### src/rtl/evad_pkg.sv
// Shared types, constants and state encodings for the energy voice activity detector.
// Every other file of the block refers to this package by scoped names.
package evad_pkg;

   // Frame geometry.
   localparam int FRAME_LEN = 512;
   localparam int POS_W     = $clog2(FRAME_LEN);

   // Field and state widths.
   localparam int SAMPLE_W   = 16;
   localparam int SQUARE_W   = 31;
   localparam int FE_W       = 40;
   localparam int CE_W       = 44;
   localparam int LEVEL_W    = 15;
   localparam int SIL_W      = 20;
   localparam int CAL_W      = 5;
   localparam int CSR_IDX_W  = 2;
   localparam int CSR_DATA_W = 20;
   localparam int EXP_W      = 6;
   localparam int FRAC_W     = 16;
   localparam int ROUND_W    = 4;
   localparam int NUMER_W    = 17;
   localparam int RECIP_W    = 18;

   // Frame-end queue between the front and the back.
   localparam int QUEUE_DEPTH = 2;
   localparam int QPTR_W      = 1;

   // Constants of the level arithmetic.
   localparam logic [24:0]          LN_SCALE     = 25'd29072700;
   localparam logic [LEVEL_W-1:0]   LEVEL_MAX    = 15'd32767;
   localparam logic [RECIP_W-1:0]   RECIP_100    = 18'd167773;
   localparam int                   RECIP_SHIFT  = 24;
   localparam logic [NUMER_W-1:0]   CREEP_BIAS   = 17'd40050;
   localparam logic [LEVEL_W:0]     CREEP_OFFSET = 16'd400;
   localparam logic [CAL_W-1:0]     FRAMES_SAT   = 5'd17;
   localparam logic [CAL_W-1:0]     CAL_MAX      = 5'd16;
   localparam logic [CAL_W-1:0]     CAL_MIN      = 5'd1;

   // Register reset values.
   localparam logic [LEVEL_W-1:0] SPEECH_MARGIN_RST = 15'd3200;
   localparam logic [SIL_W-1:0]   SILENCE_LIMIT_RST = 20'd32000;
   localparam logic [CAL_W-1:0]   CALIB_FRAMES_RST  = 5'd10;

   // Register indexes of the configuration port.
   typedef enum logic [CSR_IDX_W-1:0] {
      CSR_SPEECH_MARGIN = 2'd0,
      CSR_SILENCE_LIMIT = 2'd1,
      CSR_CALIB_FRAMES  = 2'd2
   } evad_csr_type;

   typedef struct packed {
      logic [LEVEL_W-1:0] speech_margin;
      logic [SIL_W-1:0]   silence_limit;
      logic [CAL_W-1:0]   calibration_frames;
   } evad_cfg_type;

   typedef struct packed {
      logic full;
      logic not_empty;
   } evad_q_status_type;

   typedef struct packed {
      logic               done;
      logic [LEVEL_W-1:0] level;
   } evad_log_result_type;

   typedef enum logic [2:0] {
      LG_IDLE,
      LG_NORM,
      LG_SQUARE,
      LG_FOLD,
      LG_SCALE,
      LG_ROUND,
      LG_DONE
   } evad_log_state_type;

   typedef enum logic [3:0] {
      BK_IDLE,
      BK_WAIT_FRAME,
      BK_START_CAL,
      BK_WAIT_CAL,
      BK_TRACK_A,
      BK_TRACK_B,
      BK_TRACK_C,
      BK_TRACK_D,
      BK_RESULT
   } evad_back_state_type;

endpackage

### src/rtl/evad_front.sv
// Front of the detector: takes sample beats, squares them and sums each frame.
// Pushes the finished frame energy into the frame queue; uses evad_pkg.
module evad_front (
   input  logic                                 clock,
   input  logic                                 reset,
   input  logic                                 req_valid,
   output logic                                 req_stall,
   input  logic signed [evad_pkg::SAMPLE_W-1:0] req_sample,
   input  evad_pkg::evad_q_status_type          q_status,
   output logic                                 push,
   output logic [evad_pkg::FE_W-1:0]            push_energy
);

   logic                            s1_valid_ff, s1_valid_in;
   logic                            s1_last_ff, s1_last_in;
   logic [evad_pkg::SQUARE_W-1:0]   square_ff, square_in;
   logic [evad_pkg::POS_W-1:0]      pos_ff, pos_in;
   logic [evad_pkg::FE_W-1:0]       energy_ff, energy_in;
   logic signed [31:0]              square_s;
   logic [evad_pkg::FE_W:0]         sum;
   logic [evad_pkg::FE_W-1:0]       sum_sat;
   logic                            hold;
   logic                            accept;
   logic                            fire;

   // The square stage holds a frame's last sample while the queue is full.
   assign hold      = s1_valid_ff & s1_last_ff & q_status.full;
   assign req_stall = hold;
   assign accept    = req_valid & ~hold;
   assign fire      = s1_valid_ff & ~hold;

   // Square of the incoming sample; it never exceeds 2^30.
   assign square_s  = req_sample * req_sample;
   assign square_in = square_s[evad_pkg::SQUARE_W-1:0];

   // Saturating accumulation of the registered square.
   assign sum     = {1'b0, energy_ff} + (evad_pkg::FE_W + 1)'(square_ff);
   assign sum_sat = sum[evad_pkg::FE_W] ? {evad_pkg::FE_W{1'b1}} : sum[evad_pkg::FE_W-1:0];

   assign push        = fire & s1_last_ff;
   assign push_energy = sum_sat;

   // Position within the frame and the square stage.
   always_comb begin
      s1_valid_in = fire ? 1'b0 : s1_valid_ff;
      s1_last_in  = s1_last_ff;
      pos_in      = pos_ff;
      if (accept) begin
         s1_valid_in = 1'b1;
         s1_last_in  = (pos_ff == evad_pkg::POS_W'(evad_pkg::FRAME_LEN - 1));
         pos_in      = s1_last_in ? '0 : pos_ff + 1'b1;
      end
   end

   // The accumulator restarts once a finished frame has been pushed.
   always_comb begin
      energy_in = energy_ff;
      if (fire) begin
         energy_in = s1_last_ff ? '0 : sum_sat;
      end
   end

   always_ff @(posedge clock) begin
      if (reset) begin
         s1_valid_ff <= 1'b0;
         pos_ff      <= '0;
         energy_ff   <= '0;
      end else begin
         s1_valid_ff <= s1_valid_in;
         pos_ff      <= pos_in;
         energy_ff   <= energy_in;
      end
   end

   always_ff @(posedge clock) begin
      s1_last_ff <= s1_last_in;
      if (accept) begin
         square_ff <= square_in;
      end
   end

endmodule

### src/rtl/evad_queue.sv
// Short queue of frame energies between the front and the back.
// Lets either side stall on its own; uses evad_pkg.
module evad_queue (
   input  logic                          clock,
   input  logic                          reset,
   input  logic                          push,
   input  logic [evad_pkg::FE_W-1:0]     push_data,
   input  logic                          pop,
   output logic [evad_pkg::FE_W-1:0]     pop_data,
   output evad_pkg::evad_q_status_type   status
);

   logic [evad_pkg::FE_W-1:0]   entry_ff [evad_pkg::QUEUE_DEPTH];
   logic [evad_pkg::QPTR_W-1:0] wr_ptr_ff, wr_ptr_in;
   logic [evad_pkg::QPTR_W-1:0] rd_ptr_ff, rd_ptr_in;
   logic [evad_pkg::QPTR_W:0]   count_ff, count_in;

   assign pop_data         = entry_ff[rd_ptr_ff];
   assign status.full      = (count_ff == (evad_pkg::QPTR_W + 1)'(evad_pkg::QUEUE_DEPTH));
   assign status.not_empty = (count_ff != '0);

   // Pointers wrap naturally as the depth is a power of two.
   always_comb begin
      wr_ptr_in = push ? wr_ptr_ff + 1'b1 : wr_ptr_ff;
      rd_ptr_in = pop  ? rd_ptr_ff + 1'b1 : rd_ptr_ff;
      count_in  = count_ff;
      if (push && !pop) begin
         count_in = count_ff + 1'b1;
      end else if (pop && !push) begin
         count_in = count_ff - 1'b1;
      end
   end

   always_ff @(posedge clock) begin
      if (reset) begin
         wr_ptr_ff <= '0;
         rd_ptr_ff <= '0;
         count_ff  <= '0;
      end else begin
         wr_ptr_ff <= wr_ptr_in;
         rd_ptr_ff <= rd_ptr_in;
         count_ff  <= count_in;
      end
   end

   always_ff @(posedge clock) begin
      if (push) begin
         entry_ff[wr_ptr_ff] <= push_data;
      end
   end

endmodule

### src/rtl/evad_log.sv
// Iterative level unit: 10*ln(energy) in 1/64 dB from a 44-bit energy.
// Normalises one bit a cycle, then squares the mantissa sixteen times; uses evad_pkg.
module evad_log (
   input  logic                            clock,
   input  logic                            reset,
   input  logic                            start,
   input  logic [evad_pkg::CE_W-1:0]       value,
   output evad_pkg::evad_log_result_type   result
);

   evad_pkg::evad_log_state_type state_ff, state_in;

   logic [evad_pkg::CE_W-1:0]    norm_ff, norm_in;
   logic [evad_pkg::EXP_W-1:0]   k_ff, k_in;
   logic [31:0]                  x_ff, x_in;
   logic [63:0]                  prod_ff, prod_in;
   logic [evad_pkg::FRAC_W-1:0]  frac_ff, frac_in;
   logic [evad_pkg::ROUND_W-1:0] round_ff, round_in;
   logic [evad_pkg::LEVEL_W-1:0] level_ff, level_in;
   logic [63:0]                  square_full;
   logic [32:0]                  folded;
   logic [46:0]                  scaled;
   logic [47:0]                  rounded;

   assign square_full = x_ff * x_ff;
   assign folded      = prod_ff[63:31];
   assign scaled      = {k_ff, frac_ff} * evad_pkg::LN_SCALE;
   assign rounded     = {1'b0, prod_ff[46:0]} + 48'h0000_8000_0000;

   // Next state.
   always_comb begin
      state_in = state_ff;
      case (state_ff)
         evad_pkg::LG_IDLE: begin
            if (start) begin
               state_in = (value == '0) ? evad_pkg::LG_DONE : evad_pkg::LG_NORM;
            end
         end
         evad_pkg::LG_NORM: begin
            if (norm_ff[evad_pkg::CE_W-1]) begin
               state_in = evad_pkg::LG_SQUARE;
            end
         end
         evad_pkg::LG_SQUARE: state_in = evad_pkg::LG_FOLD;
         evad_pkg::LG_FOLD: begin
            state_in = (round_ff == '0) ? evad_pkg::LG_SCALE : evad_pkg::LG_SQUARE;
         end
         evad_pkg::LG_SCALE: state_in = evad_pkg::LG_ROUND;
         evad_pkg::LG_ROUND: state_in = evad_pkg::LG_DONE;
         evad_pkg::LG_DONE:  state_in = evad_pkg::LG_IDLE;
         default:            state_in = evad_pkg::LG_IDLE;
      endcase
   end

   // Datapath updates for each step.
   always_comb begin
      norm_in  = norm_ff;
      k_in     = k_ff;
      x_in     = x_ff;
      prod_in  = prod_ff;
      frac_in  = frac_ff;
      round_in = round_ff;
      level_in = level_ff;
      case (state_ff)
         evad_pkg::LG_IDLE: begin
            if (start) begin
               norm_in  = value;
               k_in     = evad_pkg::EXP_W'(evad_pkg::CE_W - 1);
               frac_in  = '0;
               level_in = '0;
            end
         end
         evad_pkg::LG_NORM: begin
            if (norm_ff[evad_pkg::CE_W-1]) begin
               // The leading one sits at the top: the next 31 bits are the fraction.
               x_in     = norm_ff[evad_pkg::CE_W-1 -: 32];
               round_in = evad_pkg::ROUND_W'(evad_pkg::FRAC_W - 1);
            end else begin
               norm_in = {norm_ff[evad_pkg::CE_W-2:0], 1'b0};
               k_in    = k_ff - 1'b1;
            end
         end
         evad_pkg::LG_SQUARE: begin
            prod_in = square_full;
         end
         evad_pkg::LG_FOLD: begin
            // A square of two or more yields a one bit and is halved.
            if (folded[32]) begin
               x_in    = folded[32:1];
               frac_in = {frac_ff[evad_pkg::FRAC_W-2:0], 1'b1};
            end else begin
               x_in    = folded[31:0];
               frac_in = {frac_ff[evad_pkg::FRAC_W-2:0], 1'b0};
            end
            round_in = round_ff - 1'b1;
         end
         evad_pkg::LG_SCALE: begin
            prod_in = 64'(scaled);
         end
         evad_pkg::LG_ROUND: begin
            if (rounded[47:32] > 16'(evad_pkg::LEVEL_MAX)) begin
               level_in = evad_pkg::LEVEL_MAX;
            end else begin
               level_in = rounded[32 +: evad_pkg::LEVEL_W];
            end
         end
         default: begin
         end
      endcase
   end

   // Outputs.
   always_comb begin
      result.done  = (state_ff == evad_pkg::LG_DONE);
      result.level = level_ff;
   end

   always_ff @(posedge clock) begin
      if (reset) begin
         state_ff <= evad_pkg::LG_IDLE;
         round_ff <= '0;
      end else begin
         state_ff <= state_in;
         round_ff <= round_in;
      end
   end

   always_ff @(posedge clock) begin
      norm_ff  <= norm_in;
      k_ff     <= k_in;
      x_ff     <= x_in;
      prod_ff  <= prod_in;
      frac_ff  <= frac_in;
      level_ff <= level_in;
   end

endmodule

### src/rtl/evad_back.sv
// Back of the detector: takes frame energies from the queue, tracks levels, classifies.
// Drives the level unit and the result register; uses evad_pkg.
module evad_back (
   input  logic                                clock,
   input  logic                                reset,
   input  evad_pkg::evad_cfg_type              cfg,
   input  evad_pkg::evad_q_status_type         q_status,
   input  logic [evad_pkg::FE_W-1:0]           pop_data,
   output logic                                pop,
   output logic                                log_start,
   output logic [evad_pkg::CE_W-1:0]           log_value,
   input  evad_pkg::evad_log_result_type       log_result,
   output logic                                rsp_valid,
   input  logic                                rsp_stall,
   output logic                                rsp_is_speech,
   output logic                                rsp_stop_request,
   output logic [evad_pkg::LEVEL_W-1:0]        rsp_frame_level,
   output logic [evad_pkg::LEVEL_W-1:0]        rsp_background_level,
   output logic                                rsp_calibrating
);

   evad_pkg::evad_back_state_type state_ff, state_in;

   logic [evad_pkg::FE_W-1:0]             energy_ff, energy_in;
   logic [evad_pkg::CE_W-1:0]             calib_energy_ff, calib_energy_in;
   logic [evad_pkg::CAL_W-1:0]            frames_ff, frames_in;
   logic                                  calib_ff, calib_in;
   logic                                  at_cal_ff, at_cal_in;
   logic [evad_pkg::LEVEL_W-1:0]          now_ff, now_in;
   logic [evad_pkg::LEVEL_W-1:0]          speech_level_ff, speech_level_in;
   logic [evad_pkg::LEVEL_W-1:0]          noise_ff, noise_in;
   logic                                  snap_ff, snap_in;
   logic [evad_pkg::NUMER_W-1:0]          numer_ff, numer_in;
   logic [evad_pkg::NUMER_W+evad_pkg::RECIP_W-1:0] prod_ff, prod_in;
   logic                                  speech_ff, speech_in;
   logic [evad_pkg::SIL_W-1:0]            silent_ff, silent_in;
   logic                                  rsp_valid_ff, rsp_valid_in;
   logic                                  rsp_is_speech_ff;
   logic                                  rsp_stop_ff;
   logic [evad_pkg::LEVEL_W-1:0]          rsp_frame_level_ff;
   logic [evad_pkg::LEVEL_W-1:0]          rsp_background_ff;
   logic                                  rsp_calibrating_ff;

   logic [evad_pkg::CAL_W-1:0]            cal;
   logic [evad_pkg::CAL_W-1:0]            frames_next;
   logic [evad_pkg::CE_W:0]               calib_sum;
   logic [evad_pkg::CE_W-1:0]             calib_sat;
   logic [evad_pkg::LEVEL_W:0]            avg_sum;
   logic                                  snap;
   logic [evad_pkg::NUMER_W:0]            numer_wide;
   logic [10:0]                           creep_q;
   logic [evad_pkg::LEVEL_W:0]            creep_sum;
   logic [evad_pkg::LEVEL_W-1:0]          floor_level;
   logic [evad_pkg::SIL_W:0]              silent_sum;
   logic [evad_pkg::SIL_W-1:0]            silent_next;
   logic                                  out_free;
   logic                                  load_rsp;

   // Calibration count limited to its working range.
   always_comb begin
      if (cfg.calibration_frames < evad_pkg::CAL_MIN) begin
         cal = evad_pkg::CAL_MIN;
      end else if (cfg.calibration_frames > evad_pkg::CAL_MAX) begin
         cal = evad_pkg::CAL_MAX;
      end else begin
         cal = cfg.calibration_frames;
      end
   end

   assign frames_next = (frames_ff < evad_pkg::FRAMES_SAT) ? frames_ff + 1'b1 : frames_ff;

   // Saturating joint energy of the calibration frames.
   assign calib_sum = {1'b0, calib_energy_ff} + (evad_pkg::CE_W + 1)'(energy_ff);
   assign calib_sat = calib_sum[evad_pkg::CE_W] ? {evad_pkg::CE_W{1'b1}}
                                                : calib_sum[evad_pkg::CE_W-1:0];

   // Tracking arithmetic: averaging, snap-down test and the creep of 0.01 of the gap.
   assign avg_sum     = {1'b0, speech_level_ff} + {1'b0, now_ff};
   assign snap        = (now_ff < noise_ff) && (now_ff != '0);
   assign numer_wide  = {1'b0, now_ff} + {1'b0, evad_pkg::CREEP_BIAS} - {1'b0, noise_ff};
   assign creep_q     = prod_ff[evad_pkg::RECIP_SHIFT +: 11];
   assign creep_sum   = {1'b0, noise_ff} + 16'(creep_q) - evad_pkg::CREEP_OFFSET;
   assign floor_level = (speech_level_ff < noise_ff) ? noise_ff : speech_level_ff;

   // Saturating silence count after this frame.
   assign silent_sum  = {1'b0, silent_ff} + (evad_pkg::SIL_W + 1)'(evad_pkg::FRAME_LEN);
   assign silent_next = speech_ff ? '0 :
                        (silent_sum[evad_pkg::SIL_W] ? {evad_pkg::SIL_W{1'b1}}
                                                     : silent_sum[evad_pkg::SIL_W-1:0]);

   assign out_free = ~rsp_valid_ff | ~rsp_stall;
   assign load_rsp = (state_ff == evad_pkg::BK_RESULT) & out_free;

   // Next state.
   always_comb begin
      state_in = state_ff;
      case (state_ff)
         evad_pkg::BK_IDLE: begin
            if (q_status.not_empty) begin
               state_in = evad_pkg::BK_WAIT_FRAME;
            end
         end
         evad_pkg::BK_WAIT_FRAME: begin
            if (log_result.done) begin
               if (!calib_ff) begin
                  state_in = evad_pkg::BK_TRACK_A;
               end else if (at_cal_ff) begin
                  state_in = evad_pkg::BK_START_CAL;
               end else begin
                  state_in = evad_pkg::BK_RESULT;
               end
            end
         end
         evad_pkg::BK_START_CAL: state_in = evad_pkg::BK_WAIT_CAL;
         evad_pkg::BK_WAIT_CAL: begin
            if (log_result.done) begin
               state_in = evad_pkg::BK_RESULT;
            end
         end
         evad_pkg::BK_TRACK_A: state_in = evad_pkg::BK_TRACK_B;
         evad_pkg::BK_TRACK_B: state_in = evad_pkg::BK_TRACK_C;
         evad_pkg::BK_TRACK_C: state_in = evad_pkg::BK_TRACK_D;
         evad_pkg::BK_TRACK_D: state_in = evad_pkg::BK_RESULT;
         evad_pkg::BK_RESULT: begin
            if (out_free) begin
               state_in = evad_pkg::BK_IDLE;
            end
         end
         default: state_in = evad_pkg::BK_IDLE;
      endcase
   end

   // Outputs towards the queue and the level unit.
   always_comb begin
      pop       = 1'b0;
      log_start = 1'b0;
      log_value = {{(evad_pkg::CE_W - evad_pkg::FE_W){1'b0}}, pop_data};
      case (state_ff)
         evad_pkg::BK_IDLE: begin
            pop       = q_status.not_empty;
            log_start = q_status.not_empty;
         end
         evad_pkg::BK_START_CAL: begin
            log_start = 1'b1;
            log_value = calib_energy_ff;
         end
         default: begin
         end
      endcase
   end

   // Datapath updates for each step.
   always_comb begin
      energy_in       = energy_ff;
      calib_energy_in = calib_energy_ff;
      frames_in       = frames_ff;
      calib_in        = calib_ff;
      at_cal_in       = at_cal_ff;
      now_in          = now_ff;
      speech_level_in = speech_level_ff;
      noise_in        = noise_ff;
      snap_in         = snap_ff;
      numer_in        = numer_ff;
      prod_in         = prod_ff;
      speech_in       = speech_ff;
      silent_in       = silent_ff;
      case (state_ff)
         evad_pkg::BK_IDLE: begin
            if (q_status.not_empty) begin
               energy_in = pop_data;
               frames_in = frames_next;
               calib_in  = (frames_next <= cal);
               at_cal_in = (frames_next == cal);
               speech_in = 1'b0;
            end
         end
         evad_pkg::BK_WAIT_FRAME: begin
            if (log_result.done) begin
               now_in = log_result.level;
               if (calib_ff) begin
                  calib_energy_in = calib_sat;
               end
            end
         end
         evad_pkg::BK_WAIT_CAL: begin
            if (log_result.done) begin
               noise_in = log_result.level;
            end
         end
         evad_pkg::BK_TRACK_A: begin
            speech_level_in = avg_sum[evad_pkg::LEVEL_W:1];
            snap_in         = snap;
            numer_in        = numer_wide[evad_pkg::NUMER_W-1:0];
            if (snap) begin
               noise_in = now_ff;
            end
         end
         evad_pkg::BK_TRACK_B: begin
            // Division by one hundred through a reciprocal; exact over this range.
            prod_in = numer_ff * evad_pkg::RECIP_100;
         end
         evad_pkg::BK_TRACK_C: begin
            if (!snap_ff) begin
               noise_in = creep_sum[evad_pkg::LEVEL_W-1:0];
            end
         end
         evad_pkg::BK_TRACK_D: begin
            speech_level_in = floor_level;
            speech_in       = ((floor_level - noise_ff) > cfg.speech_margin);
         end
         evad_pkg::BK_RESULT: begin
            if (out_free) begin
               silent_in = silent_next;
            end
         end
         default: begin
         end
      endcase
   end

   // Result register: a new beat may load as the previous one is taken.
   assign rsp_valid_in = load_rsp | (rsp_valid_ff & rsp_stall);

   always_ff @(posedge clock) begin
      if (reset) begin
         state_ff        <= evad_pkg::BK_IDLE;
         calib_energy_ff <= '0;
         frames_ff       <= '0;
         speech_level_ff <= '0;
         noise_ff        <= '0;
         silent_ff       <= '0;
         rsp_valid_ff    <= 1'b0;
      end else begin
         state_ff        <= state_in;
         calib_energy_ff <= calib_energy_in;
         frames_ff       <= frames_in;
         speech_level_ff <= speech_level_in;
         noise_ff        <= noise_in;
         silent_ff       <= silent_in;
         rsp_valid_ff    <= rsp_valid_in;
      end
   end

   always_ff @(posedge clock) begin
      energy_ff <= energy_in;
      calib_ff  <= calib_in;
      at_cal_ff <= at_cal_in;
      now_ff    <= now_in;
      snap_ff   <= snap_in;
      numer_ff  <= numer_in;
      prod_ff   <= prod_in;
      speech_ff <= speech_in;
      if (load_rsp) begin
         rsp_is_speech_ff   <= speech_ff;
         rsp_stop_ff        <= (silent_next >= cfg.silence_limit);
         rsp_frame_level_ff <= now_ff;
         rsp_background_ff  <= noise_ff;
         rsp_calibrating_ff <= calib_ff;
      end
   end

   assign rsp_valid            = rsp_valid_ff;
   assign rsp_is_speech        = rsp_is_speech_ff;
   assign rsp_stop_request     = rsp_stop_ff;
   assign rsp_frame_level      = rsp_frame_level_ff;
   assign rsp_background_level = rsp_background_ff;
   assign rsp_calibrating      = rsp_calibrating_ff;

endmodule

### src/rtl/energy_voice_activity_detector.sv
// Top level of the energy voice activity detector: register bank and the front, queue,
// level unit and back. Depends on evad_pkg, evad_front, evad_queue, evad_log, evad_back.
//
//   Channel  Direction  Handshake           Beat carries
//   req_     in         req_valid/req_stall  one signed 16-bit sample
//   rsp_     out        rsp_valid/rsp_stall  one frame result, one per FRAME_LEN samples
//   csr_     in         csr_valid/csr_ready  register index and write data
//
// The front takes one sample a cycle while req_stall is low and squares and sums it in a
// two-step pipeline. At a frame end the back's work is set by the iterative level unit
// (normalising shifts of one bit, then sixteen square-and-fold rounds); the last
// calibration frame runs the unit twice. A two-entry queue holds finished frames, so
// req_stall rises only when it is full at a frame's last sample. Reset is synchronous
// and acts on the control state and register bank, not on every data register; csr_ready is always high.
module energy_voice_activity_detector (
   input  logic                                   clock,
   input  logic                                   reset,
   input  logic                                   req_valid,
   output logic                                   req_stall,
   input  logic signed [evad_pkg::SAMPLE_W-1:0]   req_sample,
   output logic                                   rsp_valid,
   input  logic                                   rsp_stall,
   output logic                                   rsp_is_speech,
   output logic                                   rsp_stop_request,
   output logic [evad_pkg::LEVEL_W-1:0]           rsp_frame_level,
   output logic [evad_pkg::LEVEL_W-1:0]           rsp_background_level,
   output logic                                   rsp_calibrating,
   input  logic                                   csr_valid,
   output logic                                   csr_ready,
   input  logic [evad_pkg::CSR_IDX_W-1:0]         csr_index,
   input  logic [evad_pkg::CSR_DATA_W-1:0]        csr_data
);

   evad_pkg::evad_cfg_type         cfg_ff, cfg_in;
   evad_pkg::evad_q_status_type    q_status;
   evad_pkg::evad_log_result_type  log_result;
   logic                           push;
   logic [evad_pkg::FE_W-1:0]      push_energy;
   logic                           pop;
   logic [evad_pkg::FE_W-1:0]      pop_data;
   logic                           log_start;
   logic [evad_pkg::CE_W-1:0]      log_value;

   assign csr_ready = 1'b1;

   // Register writes; an index beyond the list is ignored.
   always_comb begin
      cfg_in = cfg_ff;
      if (csr_valid && csr_ready) begin
         case (csr_index)
            evad_pkg::CSR_SPEECH_MARGIN: cfg_in.speech_margin = csr_data[evad_pkg::LEVEL_W-1:0];
            evad_pkg::CSR_SILENCE_LIMIT: cfg_in.silence_limit = csr_data[evad_pkg::SIL_W-1:0];
            evad_pkg::CSR_CALIB_FRAMES: begin
               cfg_in.calibration_frames = csr_data[evad_pkg::CAL_W-1:0];
            end
            default: begin
            end
         endcase
      end
   end

   always_ff @(posedge clock) begin
      if (reset) begin
         cfg_ff.speech_margin      <= evad_pkg::SPEECH_MARGIN_RST;
         cfg_ff.silence_limit      <= evad_pkg::SILENCE_LIMIT_RST;
         cfg_ff.calibration_frames <= evad_pkg::CALIB_FRAMES_RST;
      end else begin
         cfg_ff <= cfg_in;
      end
   end

   evad_front u_front (
      .clock       (clock),
      .reset       (reset),
      .req_valid   (req_valid),
      .req_stall   (req_stall),
      .req_sample  (req_sample),
      .q_status    (q_status),
      .push        (push),
      .push_energy (push_energy)
   );

   evad_queue u_queue (
      .clock     (clock),
      .reset     (reset),
      .push      (push),
      .push_data (push_energy),
      .pop       (pop),
      .pop_data  (pop_data),
      .status    (q_status)
   );

   evad_log u_log (
      .clock  (clock),
      .reset  (reset),
      .start  (log_start),
      .value  (log_value),
      .result (log_result)
   );

   evad_back u_back (
      .clock                (clock),
      .reset                (reset),
      .cfg                  (cfg_ff),
      .q_status             (q_status),
      .pop_data             (pop_data),
      .pop                  (pop),
      .log_start            (log_start),
      .log_value            (log_value),
      .log_result           (log_result),
      .rsp_valid            (rsp_valid),
      .rsp_stall            (rsp_stall),
      .rsp_is_speech        (rsp_is_speech),
      .rsp_stop_request     (rsp_stop_request),
      .rsp_frame_level      (rsp_frame_level),
      .rsp_background_level (rsp_background_level),
      .rsp_calibrating      (rsp_calibrating)
   );

endmodule

### config.mk
export PLATFORM = sky130hd
export DESIGN_NAME = energy_voice_activity_detector
export DESIGN_NICKNAME = d
export VERILOG_FILES = /design/src/rtl/evad_pkg.sv /design/src/rtl/evad_front.sv /design/src/rtl/evad_queue.sv /design/src/rtl/evad_log.sv /design/src/rtl/evad_back.sv /design/src/rtl/energy_voice_activity_detector.sv
export SDC_FILE = /design/constraint.sdc
export NUM_CORES = 2
export LEC_CHECK = 0
export ABC_AREA = 1
export CELL_PAD_IN_SITES_DETAIL_PLACEMENT = 0
export CELL_PAD_IN_SITES_GLOBAL_PLACEMENT = 2
export CORE_MARGIN = 4
export CORE_UTILIZATION = 41
export CTS_CLUSTER_SIZE = 12
export DETAILED_ROUTE_END_ITERATION = 10
export DONT_BUFFER_PORTS = 1
export MAX_ROUTING_LAYER = met4
export PLACE_DENSITY_LB_ADDON = 0.1
export SYNTH_ARGS = -nofsm -noshare
export SYNTH_HDL_FRONTEND = slang
export SYNTH_SLANG_ARGS = --single-unit
### constraint.sdc
create_clock -name clock -period 7.9 [get_ports clock]
set_input_delay 1.58 -clock clock [delete_from_list [all_inputs] [get_ports clock]]
set_output_delay 1.58 -clock clock [all_outputs]
set_load 0.03 [all_outputs]
==> metrics.cfg <==
[clock_tree]
cts_sinks=583
h-tree-depth=3
cts_buffer_depth=3
worstSkewPairLatency_ns=0.72
path_clk_slew_ns=0.06
root_buffer=clkbuf_16
post_cts_buffers=0
cts_made_buffers=77
cts_tree=yes

[worst_setup_path]
start_kind=flop
critPathBufInv=5
crit_type=reg -> reg
required_ns=8.29
cpLargestDelayFamily=adder cells
endpoint_kind=flop
cp_slowest_cell=fa_1
worstPathArrival_ns=7.94
crit_chain=buf_12 > buf_4 > nand2_1 > inv_1 > fa_1 > fa_1 > fa_1 > inv_1 > fa_1 > inv_1 > fa_1 > fa_1 > fa_1 > fa_1 > ha_1 > a21oi_1 > o21ai_0 > a21oi_2 > nor2_1 > nor2_1 > nand3b_1 > nand3_1 > o21ai_0
ff2ff_setup_slack_ns=0.35
crit_top_cell=fa_1
cp_max_fo=24
crit_path_max_incr_delay_ns=0.58

[global_routing]
grt_max_degree=74
grt_pass1_wl_um=434000
grtUsageTotal_pct=25.8
overflow=0
grt_pass1_vias=71700
antenna_found_initial=6

[routing]
wl_per_cell_um=20.2
dr_total_vias=69300
firstDrtPassIters=6
routed_wl_um=281000
drtIter0Drc=4712
ant_nets=0
drc=0
viasPerCell=5.00

[flow_run]
maxCapViolations=0

[layout]
area_delta_synth_final_pct=7.19
fin_nets=13300
drive_above_1_share_pct=2.94

[die]
fp.dieH_um=475
initial_utilization_pct=41.3
core_sq_um=217000
rows=171
dieArea_sq_um=226000
ioPinCount=79
die_width_um=475

[synthesis]
ys_types=59
syn_nets=13400
ys_seq_elements=583
synth_flop_cell=edfxtp_1
yosysSeqAreaShare_pct=17.2
netlist_instances=11000
synth.avg_cell_area_sq_um=8.14
async_reset_ff_share_pct=0
syn_area_sq_um=89600
yosys_warnings=0
synth_edf_count=377

[sta]
finalCritPeriodShare_pct=95.6
fmax_mhz=132
period_minus_slack_ns=7.55
worst_pin_slew_ns=1.17
hold_viol=0
rsz0062_at_grt=false
setup_viol=0
slew_headroom_pct=21.7
drv_slew=0
finalClockSkew_ns=0.0328
tns_ns=0

[worst_hold_path]
hold_path.class=reg -> reg

[outcome]
status=complete, no violations

[placed_design]
dp_hpwl_um=238000
routabilityCongestion=0.953
io_buffers=0

Yosys cell counts (24+ instances only):
cell type | n | area share, %
a21o_1 | 31 | 0.26
a21oi_1 | 526 | 2.9
a31oi_1 | 32 | 0.22
clkbuf_1 | 197 | 0.83
dfxtp_1 | 206 | 4.6
edfxtp_1 | 377 | 13
fa_1 | 1364 | 30
ha_1 | 947 | 13
inv_1 | 2939 | 12
nand2_1 | 2146 | 9.0
nand3_1 | 340 | 1.9
nand3b_1 | 34 | 0.28
nand4_1 | 86 | 0.60
nor2_1 | 698 | 2.9
nor3_1 | 79 | 0.44
o211ai_1 | 29 | 0.24
o21ai_0 | 373 | 2.1
o21ai_1 | 54 | 0.30
o21bai_1 | 58 | 0.49
o221ai_1 | 24 | 0.23
or2_2 | 26 | 0.18
xnor2_1 | 74 | 0.72
xor2_1 | 124 | 1.2
worst reg2reg max path, stage by stage (launching register included):
cell      delay, ns
edfxtp_1       0.41
buf_12         0.19
buf_4          0.26
nand2_1        0.18
inv_1          0.09
fa_1           0.46
fa_1           0.47
fa_1           0.57
inv_1          0.06
fa_1           0.55
inv_1          0.06
fa_1           0.48
fa_1           0.58
fa_1           0.43
fa_1           0.45
ha_1           0.31
a21oi_1        0.21
o21ai_0        0.20
a21oi_2        0.30
nor2_1         0.14
nor2_1         0.15
nand3b_1       0.09
nand3_1        0.31
o21ai_0        0.28
routing by layer:
| layer | share of wire (%) | vias to the layer above | global-route usage [%] |
|---|---|---|---|
| li1 | - | 33400 | - |
| met1 | 49 | 34300 | 37.8 |
| met2 | 45 | 1409 | 39.4 |
| met3 | 4.8 | 234 | 2.87 |
| met4 | 1.5 | 0 | 3.90 |
| met5 | 0 | - | - |
sequential cells by signal (all words and copies together) (netlist names), 11 cells and up, named ones only:
| register | flops |
|---|---|
| u_back.prod_ff | 11 |
| u_back.calib_energy_ff | 44 |
| u_log.level_ff | 15 |
| u_back.rsp_frame_level | 15 |
| u_back.numer_ff | 17 |
| u_log.prod_ff | 33 |
| u_back.now_ff | 15 |
| u_back.rsp_background_level | 15 |
| u_log.frac_ff | 16 |
| u_back.energy_ff | 40 |
| u_back.noise_ff | 15 |
| u_log.norm_ff | 44 |
| u_log.x_ff | 32 |
| u_front.square_ff | 30 |
| u_back.speech_level_ff | 15 |
| cfg_ff | 40 |
| u_back.silent_ff | 20 |
| u_front.energy_ff | 40 |
| u_queue.entry_ff | 80 |
layout make-up:
| class | count | area, sq um |
|---|---|---|
| clock buffers | 103 | 2150 |
| repair buffers | 112 | 1100 |
| clock inverters | 40 | 528 |
| multi-input cells | 7224 | 62100 |
| fillers | 22100 | 121000 |
| well taps | 2854 | 3570 |
| diodes | 5 | 12.5 |
| inverters | 2957 | 11100 |
| flip-flops and latches | 583 | 15400 |
worst paths after layout:
kind,startpoint,to,cells past startpoint
setup / recovery,u_log.x_ff[19]$_DFFE_PP_,u_log.prod_ff[34]$_DFFE_PP_,23
hold / removal,u_queue.rd_ptr_ff$_SDFFE_PP0P_,flop,1
setup reg to reg,u_log.x_ff[19]$_DFFE_PP_,u_log.prod_ff[34]$_DFFE_PP_,23
hold reg to reg,u_queue.rd_ptr_ff$_SDFFE_PP0P_,flop,1
layout by cell type (no fill, tap or decap), drive strengths merged, types with 24 or more instances in the layout:
| cell type | count |
|---|---|
| clkbuf | 103 |
| nand3b | 34 |
| ha | 947 |
| nand2 | 2151 |
| o221ai | 24 |
| fa | 1364 |
| clkinv | 26 |
| nand3 | 356 |
| xnor2 | 74 |
| xor2 | 124 |
| a31oi | 32 |
| o211ai | 29 |
| nand4 | 87 |
| a21oi | 527 |
| or2 | 28 |
| inv | 2960 |
| o21bai | 58 |
| o21ai | 427 |
| nor3 | 81 |
| edfxtp | 377 |
| buf | 112 |
| a21o | 31 |
| nor2 | 704 |
| dfxtp | 206 |
cells by family after synthesis:
family,Yosys count,share of synthesized area (%)
simple gates,3478,15.9
buf+inv,3198,13.5
fa+ha+maj,2311,43.7
compound gates,1236,7.71
flops,583,17.2
xor+xnor,198,1.94
other cells,1,0.00419
through the flow:
stage | hold slack [ns] | cells | worst slack [ns] | util, % | area [sq um]
global placement | 0.435 | 13700 | 0.137 | 43.0 | 93300
floorplan | 0.408 | 11000 | 0.912 | - | 89600
CTS | 0.453 | 13900 | 0.138 | 44.2 | 96000
finish | 0.454 | 13900 | 0.348 | 44.2 | 96000
detailed placement | 0.444 | 13700 | 0.143 | 43.0 | 93300
global route | 0.465 | 13900 | 0.0126 | 44.2 | 96000
what timing repair did:
action | CTS | global route
endpoints found under the setup margin | 0 | 2
hold buffers | 0 | 0
resized for setup | 0 | 2
Power is not shown: default switching activity piles up to over one toggle a cycle in this logic, so the estimate is an artifact.
